==> config.mk <==
export PLATFORM = sky130hd
export DESIGN_NAME = color_key_clipped_blitter
export DESIGN_NICKNAME = d
export VERILOG_FILES = /design/src/rtl/ckcb_pkg.sv /design/src/rtl/ckcb_cfg_regs.sv /design/src/rtl/ckcb_front.sv /design/src/rtl/ckcb_queue.sv /design/src/rtl/ckcb_back.sv /design/src/rtl/color_key_clipped_blitter.sv
export SDC_FILE = /design/constraint.sdc
export NUM_CORES = 1
export LEC_CHECK = 0
export ABC_AREA = 1
export BUFFER_PORTS_ARGS = -buffer_cell sky130_fd_sc_hd__buf_2
export CAP_MARGIN = 20
export CORE_MARGIN = 3
export CORE_UTILIZATION = 55
export CTS_CLUSTER_DIAMETER = 150
export DETAILED_ROUTE_END_ITERATION = 8
export PLACE_DENSITY = 0.77
export SLEW_MARGIN = 15
export SYNTH_ARGS = -nofsm -noshare
export SYNTH_HDL_FRONTEND = slang
export SYNTH_SLANG_ARGS = --single-unit
==> constraint.sdc <==
create_clock -name clk_i -period 7.7 [get_ports clk_i]
set_clock_uncertainty 0.05 [all_clocks]
set_input_delay 1.54 -clock clk_i [delete_from_list [all_inputs] [get_ports clk_i]]
set_output_delay 1.54 -clock clk_i [all_outputs]
set_load 0.03 [all_outputs]
==> src/rtl/ckcb_pkg.sv <==
// Shared types, register indexes and widths for the colour-keyed clipped blitter.
// Depends on nothing; every other file of the block imports it.
`timescale 1ns / 1ps
`default_nettype none

package ckcb_pkg;

  // Default sizing, handed down from the top level as parameters.
  localparam int DefDestPixels = 131072;
  localparam int DefMaxWidth   = 512;

  // Fixed field widths.
  localparam int PIX_W   = 16;
  localparam int COORD_W = 10;
  localparam int KEY_W   = 17;
  localparam int ADDR_W  = 17;
  localparam int ROW_W   = 10;
  localparam int PROD_W  = 2 * COORD_W;
  localparam int SUM_W   = PROD_W + 1;
  localparam int CFG_IDX_W  = 4;
  localparam int CFG_DATA_W = KEY_W;

  // Depth of the queue between front and back.
  localparam int QUEUE_DEPTH = 4;
  localparam int QPTR_W      = $clog2(QUEUE_DEPTH);

  // Register indexes on the configuration port.
  localparam logic [CFG_IDX_W-1:0] REG_DEST_WIDTH = 4'd0;
  localparam logic [CFG_IDX_W-1:0] REG_PLACE_X    = 4'd1;
  localparam logic [CFG_IDX_W-1:0] REG_PLACE_Y    = 4'd2;
  localparam logic [CFG_IDX_W-1:0] REG_KEY        = 4'd3;
  localparam logic [CFG_IDX_W-1:0] REG_CLIP_LEFT  = 4'd4;
  localparam logic [CFG_IDX_W-1:0] REG_CLIP_TOP   = 4'd5;
  localparam logic [CFG_IDX_W-1:0] REG_CLIP_RIGHT = 4'd6;
  localparam logic [CFG_IDX_W-1:0] REG_CLIP_BOT   = 4'd7;

  // Current register settings.
  typedef struct packed {
    logic [COORD_W-1:0]        dest_width;
    logic signed [COORD_W-1:0] place_x;
    logic signed [COORD_W-1:0] place_y;
    logic signed [KEY_W-1:0]   transparent_key;
    logic [COORD_W-1:0]        clip_left;
    logic [COORD_W-1:0]        clip_top;
    logic [COORD_W-1:0]        clip_right;
    logic [COORD_W-1:0]        clip_bottom;
  } cfg_t;

  // A pixel that passed the clip and key tests, waiting for its address.
  typedef struct packed {
    logic [PIX_W-1:0]   pixel;
    logic [COORD_W-1:0] col;
    logic [COORD_W-1:0] row;
  } q_entry_t;

endpackage

`default_nettype wire

==> src/rtl/ckcb_cfg_regs.sv <==
// Configuration register file of the blitter.
// Depends on ckcb_pkg for the register indexes and the cfg_t struct.
`timescale 1ns / 1ps
`default_nettype none

module ckcb_cfg_regs
  import ckcb_pkg::*;
(
  input  wire logic                  clk_i,
  input  wire logic                  rst_ni,
  input  wire logic                  cfg_valid_i,
  output logic                       cfg_ready_o,
  input  wire logic [CFG_IDX_W-1:0]  cfg_index_i,
  input  wire logic [CFG_DATA_W-1:0] cfg_data_i,
  output cfg_t                       cfg_o
);

  cfg_t cfg_q, cfg_d;

  // Writes are always taken; an unknown index changes nothing.
  assign cfg_ready_o = 1'b1;

  always_comb begin
    cfg_d = cfg_q;
    if (cfg_valid_i) begin
      unique case (cfg_index_i)
        REG_DEST_WIDTH: cfg_d.dest_width      = cfg_data_i[COORD_W-1:0];
        REG_PLACE_X:    cfg_d.place_x         = $signed(cfg_data_i[COORD_W-1:0]);
        REG_PLACE_Y:    cfg_d.place_y         = $signed(cfg_data_i[COORD_W-1:0]);
        REG_KEY:        cfg_d.transparent_key = $signed(cfg_data_i[KEY_W-1:0]);
        REG_CLIP_LEFT:  cfg_d.clip_left       = cfg_data_i[COORD_W-1:0];
        REG_CLIP_TOP:   cfg_d.clip_top        = cfg_data_i[COORD_W-1:0];
        REG_CLIP_RIGHT: cfg_d.clip_right      = cfg_data_i[COORD_W-1:0];
        REG_CLIP_BOT:   cfg_d.clip_bottom     = cfg_data_i[COORD_W-1:0];
        default:        cfg_d = cfg_q;
      endcase
    end
  end

  // Reset loads the power-on settings.
  always_ff @(posedge clk_i or negedge rst_ni) begin
    if (!rst_ni) begin
      cfg_q.dest_width      <= 10'd320;
      cfg_q.place_x         <= '0;
      cfg_q.place_y         <= '0;
      cfg_q.transparent_key <= '1;
      cfg_q.clip_left       <= '0;
      cfg_q.clip_top        <= '0;
      cfg_q.clip_right      <= 10'd512;
      cfg_q.clip_bottom     <= 10'd240;
    end else begin
      cfg_q <= cfg_d;
    end
  end

  assign cfg_o = cfg_q;

endmodule

`default_nettype wire

==> src/rtl/ckcb_front.sv <==
// Front end: accepts source pixels, tracks the source position, applies the
// clip rectangle and colour key. Depends on ckcb_pkg.
`timescale 1ns / 1ps
`default_nettype none

module ckcb_front
  import ckcb_pkg::*;
#(
  parameter int MAX_WIDTH = DefMaxWidth
) (
  input  wire logic             clk_i,
  input  wire logic             rst_ni,
  input  wire cfg_t             cfg_i,
  input  wire logic             in_valid_i,
  output logic                  in_ready_o,
  input  wire logic [PIX_W-1:0] src_pixel_i,
  input  wire logic             row_end_i,
  input  wire logic             q_full_i,
  output logic                  q_push_o,
  output q_entry_t              q_entry_o
);

  localparam int COL_W = $clog2(MAX_WIDTH);
  localparam int TX_W  = ((COL_W > COORD_W) ? COL_W : COORD_W) + 2;
  localparam int TY_W  = ROW_W + 2;
  localparam logic [COL_W-1:0] COL_LAST = COL_W'(MAX_WIDTH - 1);
  localparam logic [ROW_W-1:0] ROW_LAST = '1;

  logic [COL_W-1:0] col_q, col_d;
  logic [ROW_W-1:0] row_q, row_d;
  logic             accept;

  logic signed [TX_W-1:0] tx, clip_l_x, clip_r_x, width_x;
  logic signed [TY_W-1:0] ty, clip_t_y, clip_b_y;
  logic                   keyed, pass;

  assign in_ready_o = !q_full_i;
  assign accept     = in_valid_i && in_ready_o;

  // Destination position of the current source pixel.
  assign tx = $signed({{(TX_W-COORD_W){cfg_i.place_x[COORD_W-1]}}, cfg_i.place_x})
            + $signed({{(TX_W-COL_W){1'b0}}, col_q});
  assign ty = $signed({{(TY_W-COORD_W){cfg_i.place_y[COORD_W-1]}}, cfg_i.place_y})
            + $signed({2'b00, row_q});

  assign clip_l_x = $signed({{(TX_W-COORD_W){1'b0}}, cfg_i.clip_left});
  assign clip_r_x = $signed({{(TX_W-COORD_W){1'b0}}, cfg_i.clip_right});
  assign width_x  = $signed({{(TX_W-COORD_W){1'b0}}, cfg_i.dest_width});
  assign clip_t_y = $signed({{(TY_W-COORD_W){1'b0}}, cfg_i.clip_top});
  assign clip_b_y = $signed({{(TY_W-COORD_W){1'b0}}, cfg_i.clip_bottom});

  // A non-negative key makes matching pixels transparent.
  assign keyed = !cfg_i.transparent_key[KEY_W-1]
              && (src_pixel_i == cfg_i.transparent_key[PIX_W-1:0]);

  // Right edge is the smaller of clip_right and the row length.
  assign pass = (cfg_i.dest_width != '0)
             && (tx >= clip_l_x) && (tx < clip_r_x) && (tx < width_x)
             && (ty >= clip_t_y) && (ty < clip_b_y) && !keyed;

  assign q_push_o        = accept && pass;
  assign q_entry_o.pixel = src_pixel_i;
  assign q_entry_o.col   = tx[COORD_W-1:0];
  assign q_entry_o.row   = ty[COORD_W-1:0];

  // Source position: the column wraps, the row saturates.
  always_comb begin
    col_d = col_q;
    row_d = row_q;
    if (accept) begin
      if (row_end_i) begin
        col_d = '0;
        if (row_q != ROW_LAST) begin
          row_d = row_q + 1'b1;
        end
      end else if (col_q == COL_LAST) begin
        col_d = '0;
      end else begin
        col_d = col_q + 1'b1;
      end
    end
  end

  always_ff @(posedge clk_i or negedge rst_ni) begin
    if (!rst_ni) begin
      col_q <= '0;
      row_q <= '0;
    end else begin
      col_q <= col_d;
      row_q <= row_d;
    end
  end

endmodule

`default_nettype wire

==> src/rtl/ckcb_queue.sv <==
// Short first-in first-out queue between front and back end.
// Depends on ckcb_pkg for the entry type and the depth.
`timescale 1ns / 1ps
`default_nettype none

module ckcb_queue
  import ckcb_pkg::*;
(
  input  wire logic     clk_i,
  input  wire logic     rst_ni,
  input  wire logic     push_i,
  input  wire q_entry_t entry_i,
  output logic          full_o,
  input  wire logic     pop_i,
  output logic          valid_o,
  output q_entry_t      entry_o
);

  q_entry_t mem_q [QUEUE_DEPTH];

  logic [QPTR_W-1:0] wr_ptr_q, rd_ptr_q;
  logic [QPTR_W:0]   count_q, count_d;
  logic              do_push, do_pop;

  assign full_o  = (count_q == (QPTR_W+1)'(QUEUE_DEPTH));
  assign valid_o = (count_q != '0);
  assign entry_o = mem_q[rd_ptr_q];

  assign do_push = push_i && !full_o;
  assign do_pop  = pop_i && valid_o;

  always_comb begin
    count_d = count_q;
    if (do_push && !do_pop) begin
      count_d = count_q + 1'b1;
    end else if (do_pop && !do_push) begin
      count_d = count_q - 1'b1;
    end
  end

  // Pointer and fill bookkeeping.
  always_ff @(posedge clk_i or negedge rst_ni) begin
    if (!rst_ni) begin
      wr_ptr_q <= '0;
      rd_ptr_q <= '0;
      count_q  <= '0;
    end else begin
      count_q <= count_d;
      if (do_push) begin
        wr_ptr_q <= (wr_ptr_q == QPTR_W'(QUEUE_DEPTH - 1)) ? '0 : wr_ptr_q + 1'b1;
      end
      if (do_pop) begin
        rd_ptr_q <= (rd_ptr_q == QPTR_W'(QUEUE_DEPTH - 1)) ? '0 : rd_ptr_q + 1'b1;
      end
    end
  end

  // Entry storage.
  always_ff @(posedge clk_i) begin
    if (do_push) begin
      mem_q[wr_ptr_q] <= entry_i;
    end
  end

endmodule

`default_nettype wire

==> src/rtl/ckcb_back.sv <==
// Back end: forms the linear address, checks buffer capacity and holds the
// result for the receiver. Depends on ckcb_pkg.
`timescale 1ns / 1ps
`default_nettype none

module ckcb_back
  import ckcb_pkg::*;
#(
  parameter int DEST_PIXELS = DefDestPixels
) (
  input  wire logic              clk_i,
  input  wire logic              rst_ni,
  input  wire cfg_t              cfg_i,
  input  wire logic              q_valid_i,
  input  wire q_entry_t          q_entry_i,
  output logic                   q_pop_o,
  output logic                   out_valid_o,
  input  wire logic              out_ready_i,
  output logic [ADDR_W-1:0]      dest_address_o,
  output logic [PIX_W-1:0]       dest_pixel_o
);

  localparam logic [SUM_W-1:0] CAPACITY = SUM_W'(DEST_PIXELS);

  // Multiply stage.
  logic                s1_valid_q;
  logic [PROD_W-1:0]   s1_prod_q;
  logic [COORD_W-1:0]  s1_col_q;
  logic [PIX_W-1:0]    s1_pix_q;
  logic                s1_adv, s1_load;

  // Output stage.
  logic                out_valid_q;
  logic [ADDR_W-1:0]   addr_q;
  logic [PIX_W-1:0]    pix_q;

  logic [SUM_W-1:0]    row_end_sum, addr_sum;
  logic                cap_ok;

  assign s1_adv  = s1_valid_q && (!out_valid_q || out_ready_i);
  assign s1_load = q_valid_i && (!s1_valid_q || s1_adv);
  assign q_pop_o = s1_load;

  // The row lies in the buffer when (row + 1) * dest_width fits in it.
  assign row_end_sum = {1'b0, s1_prod_q} + SUM_W'(cfg_i.dest_width);
  assign cap_ok      = (row_end_sum <= CAPACITY);
  assign addr_sum    = {1'b0, s1_prod_q} + SUM_W'(s1_col_q);

  // Valid flags of both stages.
  always_ff @(posedge clk_i or negedge rst_ni) begin
    if (!rst_ni) begin
      s1_valid_q  <= 1'b0;
      out_valid_q <= 1'b0;
    end else begin
      if (s1_load) begin
        s1_valid_q <= 1'b1;
      end else if (s1_adv) begin
        s1_valid_q <= 1'b0;
      end
      if (s1_adv) begin
        out_valid_q <= cap_ok;
      end else if (out_ready_i) begin
        out_valid_q <= 1'b0;
      end
    end
  end

  // Row times stride, then address and colour.
  always_ff @(posedge clk_i) begin
    if (s1_load) begin
      s1_prod_q <= q_entry_i.row * cfg_i.dest_width;
      s1_col_q  <= q_entry_i.col;
      s1_pix_q  <= q_entry_i.pixel;
    end
    if (s1_adv) begin
      addr_q <= addr_sum[ADDR_W-1:0];
      pix_q  <= s1_pix_q;
    end
  end

  assign out_valid_o    = out_valid_q;
  assign dest_address_o = addr_q;
  assign dest_pixel_o   = pix_q;

endmodule

`default_nettype wire

==> src/rtl/color_key_clipped_blitter.sv <==
// Top level of the colour-keyed, clipped RGB565 blitter.
// Depends on ckcb_pkg, ckcb_cfg_regs, ckcb_front, ckcb_queue and ckcb_back.
//
// Usage: source pixels arrive in raster order on the input channel
// (src_pixel_i, row_end_i, in_valid_i/in_ready_o); row_end_i marks the last
// pixel of a source row. Each pixel that lands inside the clip rectangle, the
// destination row length and the buffer, and that differs from the colour
// key, leaves as one transaction on the output channel (dest_address_o,
// dest_pixel_o, out_valid_o/out_ready_i). Other pixels produce nothing.
// Registers are written through cfg_valid_i/cfg_index_i/cfg_data_i, which is
// always ready; write them only while the block is idle.
// Throughput is one pixel per cycle while the queue is not full. A written pixel
// passes the queue, then the register for the row times stride product, then the
// output register, which takes the address add and capacity test.
// When the receiver stalls, the output register holds its result, the back
// end stops and the four-entry queue fills; the input is refused only once
// the queue is full. Reset clears the source counters and the queue and loads
// the default register settings.
`timescale 1ns / 1ps
`default_nettype none

module color_key_clipped_blitter
  import ckcb_pkg::*;
#(
  parameter int DEST_PIXELS = DefDestPixels,
  parameter int MAX_WIDTH   = DefMaxWidth
) (
  input  wire logic                  clk_i,
  input  wire logic                  rst_ni,
  input  wire logic                  cfg_valid_i,
  output logic                       cfg_ready_o,
  input  wire logic [CFG_IDX_W-1:0]  cfg_index_i,
  input  wire logic [CFG_DATA_W-1:0] cfg_data_i,
  input  wire logic                  in_valid_i,
  output logic                       in_ready_o,
  input  wire logic [PIX_W-1:0]      src_pixel_i,
  input  wire logic                  row_end_i,
  output logic                       out_valid_o,
  input  wire logic                  out_ready_i,
  output logic [ADDR_W-1:0]          dest_address_o,
  output logic [PIX_W-1:0]           dest_pixel_o
);

  cfg_t     cfg;
  q_entry_t push_entry, head_entry;
  logic     q_full, q_push, q_valid, q_pop;

  // Register file.
  ckcb_cfg_regs u_cfg (
    .clk_i       (clk_i),
    .rst_ni      (rst_ni),
    .cfg_valid_i (cfg_valid_i),
    .cfg_ready_o (cfg_ready_o),
    .cfg_index_i (cfg_index_i),
    .cfg_data_i  (cfg_data_i),
    .cfg_o       (cfg)
  );

  // Position tracking and clip/key classification.
  ckcb_front #(
    .MAX_WIDTH (MAX_WIDTH)
  ) u_front (
    .clk_i       (clk_i),
    .rst_ni      (rst_ni),
    .cfg_i       (cfg),
    .in_valid_i  (in_valid_i),
    .in_ready_o  (in_ready_o),
    .src_pixel_i (src_pixel_i),
    .row_end_i   (row_end_i),
    .q_full_i    (q_full),
    .q_push_o    (q_push),
    .q_entry_o   (push_entry)
  );

  // Decoupling queue.
  ckcb_queue u_queue (
    .clk_i   (clk_i),
    .rst_ni  (rst_ni),
    .push_i  (q_push),
    .entry_i (push_entry),
    .full_o  (q_full),
    .pop_i   (q_pop),
    .valid_o (q_valid),
    .entry_o (head_entry)
  );

  // Address generation and output register.
  ckcb_back #(
    .DEST_PIXELS (DEST_PIXELS)
  ) u_back (
    .clk_i          (clk_i),
    .rst_ni         (rst_ni),
    .cfg_i          (cfg),
    .q_valid_i      (q_valid),
    .q_entry_i      (head_entry),
    .q_pop_o        (q_pop),
    .out_valid_o    (out_valid_o),
    .out_ready_i    (out_ready_i),
    .dest_address_o (dest_address_o),
    .dest_pixel_o   (dest_pixel_o)
  );

endmodule

`default_nettype wire
# == Word-level counts from Yosys, hierarchy flattened ==
# Memories as Yosys holds them, arrays and structs flattened.
# Cells that the tools add are included.
# word_totals
ff_bits,194
ram_bits,144
input_bits,43
out_inout_bits,36
wordCells,102
memories,1
# classes
add_sub_neg,10
n_mul,1
magnitude_cmp,6
eq_ne,13
n_mux,12
n_reduce_logical,39
# mem_list
name,depth,width,read_ports,rd_ports_with_merged_regs,write_ports,line_no,text
u_queue.mem_q,4,36,1,0,1,ckcb_queue.sv:19,q_entry_t mem_q [QUEUE_DEPTH];
# op_table
operator,count
12-bit by 11-bit less-than comparator with 1-bit output,3
12-bit by 11-bit greater-or-equal comparator with 1-bit output,2
20-bit by 10-bit adder with 21-bit output,1
21-bit by 18-bit less-or-equal comparator with 1-bit output (second input constant),1
10-bit by 10-bit multiplier with 20-bit output,1
9-bit 2-to-1 mux,2
17-bit by 10-bit adder with 17-bit output,1
16-bit equality test,1
4-bit by 3-bit equality test with 1-bit output (second input constant),4
2-bit AND reduction,8
1-bit logical AND,15
10-bit by 11-bit adder with 12-bit output,1
10-bit by 10-bit adder with 11-bit output,1
10-bit by 1-bit adder with 10-bit output (second input constant),1
10-bit != test (second input constant),1
10-bit nonzero test,1
9-bit by 1-bit adder with 9-bit output (second input constant),1
9-bit equality test (second input constant),1
4-bit by 2-bit equality test with 1-bit output (second input constant),2
1-bit logical NOT,7
1-bit 2-to-1 mux,6
3-bit 2-to-1 mux,2
2-bit nonzero test,3
2-bit by 1-bit adder with 2-bit output (second input constant),2
other kinds (10),13

# == Logic depth before layout (Yosys ltp) ==
# Gate-level depths: netlist of run 1.
# depth
depth_word,14
depth_mapped,28
depth_no_buf,26

# == Cells and area by module ==
# Synthesis of run 1 repeated with hierarchy kept, for this count alone.
# unflattened
hier_cells,2265
hier_area_um2,20887.5
# by_module_without_submodules
module,instances,cells_per_inst,area_each_um2,seq_area_each_um2
ckcb_back,1,844,7457.2,2422.3
ckcb_queue,1,479,6198.4,4499.3
ckcb_cfg_regs,1,414,3683.5,2207.1
ckcb_front,1,528,3548.4,475.5

# == Worst setup path before layout of run 1 ==
# OpenSTA, ideal clock, no wires.
# synth_path
path_kind,register -> register
start,register u_queue.rd_ptr_q[0]
end,register u_back.s1_prod_q[14] (data pin)
setup_ps,259
arrival_ps,5234
t_required_ps,7391
slack_ps,2157
stages_incl_launch_ff,28
path_buffers,2
period_less_slack_ps,5543
path_cell_list,dfrtp_1 buf_2 clkinv_1 clkbuf_1 nand2_1 nand3_1 nand2_1 inv_1 nand2_1 fa_1 inv_1 fa_1 ha_1 inv_1 fa_1 inv_1 fa_1 ha_1 a21o_1 a21oi_1 inv_1 nand2_1 nand2_1 a21oi_1 o21ai_0 nand2_1 nand2_1 xor2_1
# synth_via
elab_chain_cells,2
# synth_rtl
element,line_no,text
start: declaration,ckcb_queue.sv:21,"logic [QPTR_W-1:0] wr_ptr_q, rd_ptr_q;"
start signal: assignment,ckcb_queue.sv:53,rd_ptr_q <= (rd_ptr_q == QPTR_W'(QUEUE_DEPTH - 1)) ? '0 : rd_ptr_q + 1'b1;
memory 4 x 36 bit,n/a,
10-bit by 10-bit multiplier with 20-bit output,ckcb_back.sv:71,s1_prod_q <= q_entry_i.row * cfg_i.dest_width;
end signal: assignment,ckcb_back.sv:71,
end: declaration,ckcb_back.sv:27,logic [PROD_W-1:0] s1_prod_q;
# Every way passes these cells.
# A chain may end at the register's enable or synchronous reset.

# == Worst setup path after layout of run 1 ==
# layout_path
start,register u_queue.rd_ptr_q[0]
end,register u_back.s1_prod_q[19] (data pin)
# Same word-level chain as after synthesis.

==> results.json, run 1 <==
{
  "gp_congestion": 0.929,
  "fmax_ghz": 0.158,
  "dieArea_sq_um": 37500,
  "crit_fanout": 34,
  "synth_commonest_cells": "393 x nand2_1, 265 x inv_1, 223 x edfxtp_1",
  "path_clk_slew_ps": 60,
  "cts_buffer_depth": 3,
  "cts_root_buffer": "clkbuf_16",
  "die_h_um": 194,
  "cts_setup_buffers": 0,
  "synth-edff-count": 223,
  "drtIter0Drc": 988,
  "synthesis.area_sq_um": 19300,
  "nNetsFinal": 2318,
  "tightestPinTransition_ps": 1080,
  "start_util_pct": 55.9,
  "fin_setup_tns_ps": 0,
  "numPlacedInstances": 2470,
  "avgSynthCellArea_sq_um": 9.79,
  "r2r_setup_slack_ps": 1380,
  "postSynthNetCount": 2237,
  "relSlewSlack_pct": 27.9,
  "cts_hold_buffers": 0,
  "final_area_sq_um": 21600,
  "wl_per_cell_um": 17.2,
  "yosysMostFrequentCell": "nand2_1",
  "core_sq_um": 34600,
  "wl_met3_um": 2970,
  "rows": 68,
  "grt_pass1_vias": 14247,
  "die-width_um": 194,
  "final_cells": 2540,
  "ys_ff_latch": 338,
  "maxUsedRoutingLayer": "met4",
  "startpoint_type": "register",
  "filler_cell_count": 2725,
  "cp_data_arrival_time_ps": 6550,
  "crit_type": "reg2reg",
  "port-buffer-count": 77,
  "io_pins": 79,
  "n_antenna_cell": 0,
  "synth_top_area_share_pct": 34.6,
  "cp_slowest_cell": "clkinv_1",
  "final_layout_size_suffix_gt1_share_pct": 9.50,
  "setup_viol_count_final": 0,
  "vias": 14003,
  "drt-total-wl_um": 43800,
  "grt_pass1_wl_um": 72500,
  "cts_tree": "built",
  "ys_seq_area_share_pct": 49.6,
  "cp.required_ps": 7930,
  "grt_max_degree": 78,
  "dpl_cell_area_sq_um": 20300,
  "ys.flop_type": "edfxtp_1",
  "synth_cell_type_count": 46,
  "htree_levels": 2,
  "critical-path-max-stage-delay_ps": 740,
  "report.final.slew_viol_count": 0,
  "hp-class": "reg2reg",
  "timing.critical_path.mode_cell": "fa_1",
  "async_flop_share_pct": 34.0,
  "dpl.hpwl_um": 32000,
  "min_period_ps": 6320,
  "wl_met2_um": 20800,
  "cts_buffers": 36,
  "drv_cap": 0,
  "vias_per_cell": 5.51,
  "yosys_warnings": 0,
  "worstSkewPairLatency_ps": 540,
  "antenna_found_initial": 0,
  "grt_overflow": 0,
  "wl_met1_um": 18700,
  "dr.pass1.iters": 5,
  "synth_area_leaders": "edfxtp_1 35%, dfrtp_1 12%, ha_1 9.8%, nand2_1 7.6%, fa_1 6.9%",
  "drtAntennaViolNets": 0,
  "rsz0062_at_grt": "false",
  "drc": 0,
  "status": "completed",
  "syn_to_final_growth_pct": 11.4,
  "yosysTopAreaCell": "edfxtp_1",
  "endpoint_kind": "register",
  "crit_chain": "clkinv_1, nand2_1, nand3_1, nand2_1, inv_1, nand2_1, fa_1, fa_1, inv_1, fa_1, fa_1, fa_1, ha_1, a21oi_1, o21ai_0, a21oi_1, nand2_1, a21boi_0, o21ai_0, xor2_1",
  "hold_viol": 0,
  "grt_use_total_pct": 23.9,
  "cts.sinks": 338,
  "timing.final.crit_share_pct": 82.1,
  "cts_resized": 0,
  "netlist_instances": 1976
}
[state kept, by name (all words and copies together), names as in the netlist, 2 cells and up]
name,cells
u_back.dest_address_o,17
u_back.dest_pixel_o,16
u_back.s1_col_q,10
u_back.s1_pix_q,16
u_back.s1_prod_q,20
u_cfg.cfg_o,87
u_front.col_q,9
u_front.row_q,10
u_queue.count_q,3
u_queue.mem_q,144
u_queue.rd_ptr_q,2
u_queue.wr_ptr_q,2
[path summary, 6_finish.rpt]
check | from | endpoint | cells after the start
min reg2reg | u_back.s1_pix_q[7] | u_back.dest_pixel_o[7] | 0
min in group asynchronous | rst_ni | u_cfg.cfg_o[72] | 1
max reg2reg | u_queue.rd_ptr_q[0] | u_back.s1_prod_q[19] | 20
max in group asynchronous | rst_ni | u_cfg.cfg_o[41] | 3
max | u_queue.rd_ptr_q[0] | u_back.s1_prod_q[19] | 20
min | u_back.s1_pix_q[7] | u_back.dest_pixel_o[7] | 0
[cell usage in the layout (no fill, tap or decap), drive strengths merged, types with 17 or more instances in the layout]
cell and count:
fa 67, nand4 18, o22ai 28, xnor2 26
ha 151, o21ai 169, xor2 48, clkbuf 50
nor2 188, clkinv 17, dfstp 24, buf 91
inv 266, nand3 82, dfrtp 91, a21oi 75
edfxtp 223, nand2 399
[final cells by class]
class                      count  area, sq um  area share, %
clock inverter                16          174          0.807
sequential                   338         9610           44.6
tap                          455          569           2.64
clock buffer                  50         1000           4.66
multi-input combinational   1320         8580           39.8
inverter                     270         1010           4.70
timing repair buffer          91          611           2.83
[metal layers]
layer  vias up  GRT usage, %
met3       100          4.89
met2       450          39.1
li1       6731             -
met4         0          8.25
met5         -             0
met1      6722          32.2
[stage by stage]
| step | setup WS (ps) | util (%) | hold WS (ps) |
|---|---|---|---|
| global route | 887 | 62.2 | 375 |
| detailed placement | 1430 | 58.6 | 355 |
| CTS | 1420 | 62.0 | 371 |
| finish | 1380 | 62.2 | 369 |
| floorplan | 2160 | - | 350 |
| global placement | 1700 | 58.3 | 353 |
[worst max-delay path: cells and delay by family, from the launching register on]
family,cells,cell delay [ps]
simple gates,5,800
xor+xnor,1,160
fa+ha+maj,6,2860
flops,1,360
compound gates,5,860
buf+inv,3,960
[cells by family after synthesis]
kind of cell	count (synthesis)	synth area share, %
muxes	7	0.407
other	1	0.0194
adders and majority gates	218	16.7
and+or+nand+nor	716	15.2
AOI/OAI and AO/OA	304	8.48
buffers and inverters	318	6.23
DFF	338	49.6
xor gates and xnor gates	74	3.35
Power of run 1 is left out: the tool's default activity adds up to more than one toggle a clock period on the data nets, which glitch-free logic cannot reach.
==> inputs of run 2 (changes only) <==
Settings changed: ABC_AREA 1 to 0, PLACE_DENSITY 0.77 to 0.8.
Clock period 7.7 ns to 5.5 ns, I/O delays scaled along.
==> run 2 against run 1 <==
Compared with the run above: the flow now finishes with violations (setup timing); register-to-register slack got worse by 1600 ps; sequential cell count did not move; core utilization increased by 3.3 points; setup slack worse by 1600 ps; synthesized cell count down 26%; area after synthesis decreased by 3.1%.
==> results.json, run 2 <==
{
  "core_sq_um": 33000,
  "hp-class": "reg2reg",
  "yosys_warnings": 0,
  "violations": "setup timing",
  "postSynthNetCount": 1714,
  "worstSkewPairLatency_ps": 530,
  "synth-edff-count": 223,
  "filler_cell_count": 2364,
  "cp_data_arrival_time_ps": 5920,
  "status": "complete, but fails checks",
  "yosysMostFrequentCell": "edfxtp_1",
  "ys.flop_type": "edfxtp_1",
  "yosysTopAreaCell": "edfxtp_1",
  "drv_cap": 0,
  "numPlacedInstances": 2015,
  "grt_pass1_wl_um": 66800,
  "r2r_setup_slack_ps": -210,
  "rows": 66,
  "final_cell_mix": "223 x edfxtp_1, 146 x ha_1, 140 x inv_1",
  "final_cells": 2093,
  "dieArea_sq_um": 36400,
  "whs_ps": 367,
  "synth_commonest_cells": "223 x edfxtp_1, 151 x ha_1, 142 x inv_1",
  "synth_simple_gate_area_share_pct": 8.98,
  "crit_fanout": 5,
  "cts_root_buffer": "clkbuf_16",
  "relSlewSlack_pct": 32.7,
  "final_layout_size_suffix_gt1_share_pct": 24.2,
  "fmax_ghz": 0.175,
  "avgSynthCellArea_sq_um": 12.9,
  "hold_viol": 0,
  "synth_top_area_share_pct": 35.7,
  "htree_levels": 2,
  "top_register": "u_queue.mem_q",
  "ys_ff_latch": 338,
  "endpoint_kind": "register",
  "min_from": "u_back.s1_pix_q[11]",
  "cts.sinks": 338,
  "timing.final.crit_share_pct": 104,
  "fin_util_pct": 65.5,
  "vias_per_cell": 5.73,
  "holdPathStages": 0,
  "layout_commonest_cell": "edfxtp_1",
  "die_h_um": 191,
  "grt_pass1_vias": 12651,
  "setup_ws_ps": -215,
  "worst_hold_path.endpoint": "u_back.dest_pixel_o[11]",
  "rsz0062_at_grt": "true",
  "r2r_cells": 19,
  "ys_seq_area_share_pct": 51.2,
  "cp.required_ps": 5710,
  "cts_buffers": 35,
  "cts_buffer_depth": 3,
  "drtAntennaViolNets": 0,
  "drtIter0Drc": 850,
  "tightestPinTransition_ps": 1010,
  "cts_hold_buffers": 0,
  "crit_type": "reg2reg",
  "grt_max_degree": 80,
  "cts_tree": "built",
  "synthesis.area_sq_um": 18800,
  "nNetsFinal": 1883,
  "io_pins": 79,
  "dr.pass1.iters": 5,
  "drt-total-wl_um": 41400,
  "synth_top_family_by_area": "adder cells",
  "synth_compound_area_share_pct": 7.01,
  "grt_use_total_pct": 23.5,
  "synthXorXnorAreaFrac_pct": 3.69,
  "port-buffer-count": 77,
  "synth_cell_type_count": 65,
  "synth_area_leaders": "edfxtp_1 36%, dfrtp_1 12%, ha_1 10%, fa_1 7.2%, mux4_2 4.3%",
  "drc": 0,
  "grt_overflow": 0,
  "startpoint_type": "register",
  "dpl.hpwl_um": 29100,
  "start_util_pct": 56.8,
  "die-width_um": 191,
  "syn_to_final_growth_pct": 15.4,
  "wl_per_cell_um": 19.8,
  "synth_fa_ha_area_share_pct": 17.2,
  "fin_setup_tns_ps": -954,
  "path_clk_slew_ps": 60,
  "largest_reg_flops": 144,
  "muxShareOfSynthArea_pct": 8.37,
  "vias": 11998,
  "async_flop_share_pct": 34.0,
  "antenna_found_initial": 2,
  "gp_congestion": 0.853,
  "report.final.slew_viol_count": 0,
  "min_period_ps": 5710,
  "r2r-start": "u_queue.rd_ptr_q[0]",
  "netlist_instances": 1453,
  "r2r_end": "u_back.s1_prod_q[19]",
  "setup_viol_count_final": 7
}
## run 2: changes by cell type after synthesis, moves of 48 or more
cell     previous run  this run
mux2_2              7        63
nor2_1            183        52
nand2_1           393       123
nand3_1            80        18
inv_1             265       142
and2_1              1        49
o21ai_0           168        69
## run 2: cell families after synthesis
family	after synthesis
DFF	338
buffers and inverters	173
AOI/OAI and AO/OA	203
and+or+nand+nor	338
xor gates and xnor gates	79
other	1
adders and majority gates	218
muxes	103
## run 2: critical path, cell delays in order (launching register included)
cell and delay (ps):
dfrtp_2 400, buf_12 120, buf_6 90, mux4_2 560, nand2_2 110, fa_1 440, fa_1 540, fa_1 440
fa_1 560, inv_2 40, fa_2 500, ha_4 190, and2_4 130, o21ai_2 130, o31ai_2 100, o41a_1 340
a221o_1 330, a21o_1 170, a21oi_2 120, xnor2_1 70
## run 2: area by class of cell
type / instances / area (sq um) / area share (%)
tap: 442 / 553 / 2.56
antenna: 2 / 5.00 / 0.0231
timing repair buffer: 163 / 1140 / 5.27
sequential: 338 / 9610 / 44.4
clock inverter: 18 / 156 / 0.723
clock buffer: 46 / 968 / 4.47
inverter: 142 / 533 / 2.46
multi-input combinational: 942 / 8680 / 40.1
## run 2: through the flow
step | setup WS [ps] | cell area [sq um]
after floorplan | -158 | 18800
after global placement | -227 | 20300
after detailed placement | -345 | 20300
after CTS | -282 | 21500
after global routing | -388 | 21600
final | -215 | 21600
## run 2: worst max-delay path by stage
stage | from | to | slack, ps | cells past startpoint
after detailed placement | u_queue.rd_ptr_q[0] | u_back.s1_prod_q[19] | -350 | 18
after global placement | u_queue.rd_ptr_q[0] | u_back.s1_prod_q[19] | -230 | 17
after CTS | u_queue.rd_ptr_q[0] | u_back.s1_prod_q[19] | -280 | 18
after global routing | u_queue.rd_ptr_q[0] | u_back.s1_prod_q[19] | -390 | 21
after floorplan | u_queue.rd_ptr_q[0] | u_back.s1_prod_q[19] | -160 | 18
final | u_queue.rd_ptr_q[0] | u_back.s1_prod_q[19] | -210 | 19
## run 2: routing by layer
layer,up-vias,share of wire [%],track usage [%]
li1,5540,-,-
met1,5999,40,30.5
met2,379,50,40.6
met3,80,6.6,3.88
met4,0,2.6,7.45
met5,-,0,0
## run 2: repair_timing
item                       in CTS  in global routing
cloned                          0                  0
buffers inserted               10                  2
resized for setup              17                 17
hold endpoints to repair        0                  0
setup endpoints to repair       8                 10
pin swaps                      14                  7
Power of run 2 is left out for the same reason.
==> inputs of run 3 (changes only) <==
Settings changed: CORE_UTILIZATION 55 to 35, PLACE_DENSITY 0.8 to 0.57, SLEW_MARGIN 15 to 20.
==> run 3 against run 2 <==
Compared with the run above: routed wire length increased by 3.9%; cell area increased by 2.4%; largest cell class unchanged; global-route usage decreased by 8.0 points; core utilization decreased by 23 points; non-clock buffer count increased by 3; the flow still finishes with violations (setup timing); critical path type unchanged.
==> results.json, run 3 (synthesized netlist as in run 2, its figures left out) <==
{
  "vias_per_cell": 4.98,
  "timing.final.crit_share_pct": 103,
  "cts_root_buffer": "clkbuf_16",
  "drc": 0,
  "numPlacedInstances": 2270,
  "tightestPinTransition_ps": 1070,
  "cp.required_ps": 5740,
  "setup_ws_ps": -150,
  "drtAntennaViolNets": 0,
  "antenna_found_initial": 0,
  "critical-path-max-stage-delay_ps": 620,
  "setup_viol_count_final": 4,
  "layout_commonest_cell": "edfxtp_1",
  "nNetsFinal": 1890,
  "dr.pass1.iters": 5,
  "gp_congestion": 0.841,
  "endpoint_kind": "register",
  "whs_ps": 368,
  "final_layout_size_suffix_gt1_share_pct": 25.1,
  "timing.critical_path.mode_cell": "fa_1",
  "top_register": "u_queue.mem_q",
  "final_cells": 2347,
  "hold_viol": 0,
  "status": "complete, but fails checks",
  "worstSkewPairLatency_ps": 550,
  "n_antenna_cell": 0,
  "htree_levels": 2,
  "syn_to_final_growth_pct": 18.2,
  "wl_per_cell_um": 18.3,
  "grt_use_total_pct": 15.4,
  "start_util_pct": 35.6,
  "grt_pass1_wl_um": 68000,
  "dpl.hpwl_um": 31200,
  "drv_cap": 0,
  "crit_chain": "buf_6, mux4_2, nand2_2, fa_1, fa_1, inv_2, fa_1, fa_1, fa_1, ha_4, and2_4, o21ai_2, o31ai_2, o41a_1, a221o_1, a21o_1, a21oi_2, xnor2_1",
  "io_pins": 79,
  "violations": "setup timing",
  "die_h_um": 237,
  "cts_tree": "built",
  "port-buffer-count": 77,
  "path_clk_slew_ps": 60,
  "die-width_um": 237,
  "cp_data_arrival_time_ps": 5890,
  "dpl_cell_area_sq_um": 20700,
  "min_period_ps": 5650,
  "startpoint_type": "register",
  "cts_buffers": 39,
  "rows": 84,
  "largest_reg_flops": 144,
  "fmax_ghz": 0.177,
  "crit_fanout": 6,
  "final_area_sq_um": 22200,
  "grt_pass1_vias": 12077,
  "core_sq_um": 52800,
  "relSlewSlack_pct": 27.8,
  "drt-total-wl_um": 43000,
  "report.final.slew_viol_count": 0,
  "crit_type": "reg2reg",
  "fin_util_pct": 42.0,
  "grt_max_degree": 55,
  "grt_overflow": 0,
  "cp_slowest_cell": "mux4_2",
  "final_cell_mix": "223 x edfxtp_1, 143 x ha_1, 137 x inv_1",
  "drtIter0Drc": 762,
  "vias": 11687,
  "cts.sinks": 338,
  "cts_buffer_depth": 3,
  "rsz0062_at_grt": "true",
  "hp-class": "reg2reg",
  "dieArea_sq_um": 56400
}
[run 3: cell count changes in the layout (fill, tap and decap cells not counted), moves of 3 or more]
cell and delta:
buf_12 +3, inv_1 -3, buf_6 +3, inv_2 +3, o21ai_0 -3, clkbuf_16 +3
ha_1 -3, clkbuf_1 +3
[run 3: repair_timing]
action | in CTS | in global routing
hold buffers | 0 | 0
pin swaps | 9 | 13
buffers inserted | 4 | 2
gates resized for setup | 5 | 44
setup endpoints to repair | 6 | 153
[run 3: metrics by stage]
step           setup WS [ps]  setup TNS [ps]
3_5_place_dp            -284           -1110
6_report                -150            -302
4_1_cts                 -154            -421
3_3_place_gp            -247            -857
5_1_grt                 -328           -1490
2_1_floorplan           -158            -158
[run 3: metal layers]
| layer | up-vias | GRT usage [%] | routed length, um |
|---|---|---|---|
| met5 | - | 0 | 0 |
| met4 | 0 | 5.01 | 1180 |
| met3 | 67 | 2.47 | 1870 |
| met2 | 215 | 24.7 | 19800 |
| met1 | 5875 | 21.6 | 20200 |
| li1 | 5530 | - | - |
[run 3: cell type report]
class,instances,area [sq um]
multi-input combinational,942,8730
fill,4880,30600
tap,688,861
clock buffer,52,1050
timing repair buffer,166,1190
clock inverter,19,200
inverter,142,533
sequential,338,9610
[run 3: critical path, delay by kind of cell, from the launching register on]
kind,cells,cell delay [ps]
compound gates,6,1160
simple gates,2,240
xor+xnor,1,70
buf+inv,2,180
fa+ha+maj,6,2700
flops,1,370
mux,1,620
[run 3: path summary, 6_finish.rpt]
check | start | endpoint | slack (ps) | cells past startpoint
min reg2reg | u_back.s1_pix_q[10] | u_back.dest_pixel_o[10] | 370 | 0
max reg2reg | u_queue.rd_ptr_q[0] | u_back.s1_prod_q[19] | -150 | 18
max in group asynchronous | rst_ni | u_queue.rd_ptr_q[0] | 3770 | 2
min in group asynchronous | rst_ni | u_front.row_q[6] | 570 | 1
max | u_queue.rd_ptr_q[0] | u_back.s1_prod_q[19] | -150 | 18
min | u_back.s1_pix_q[10] | u_back.dest_pixel_o[10] | 370 | 0
Power of run 3 is left out for the same reason.
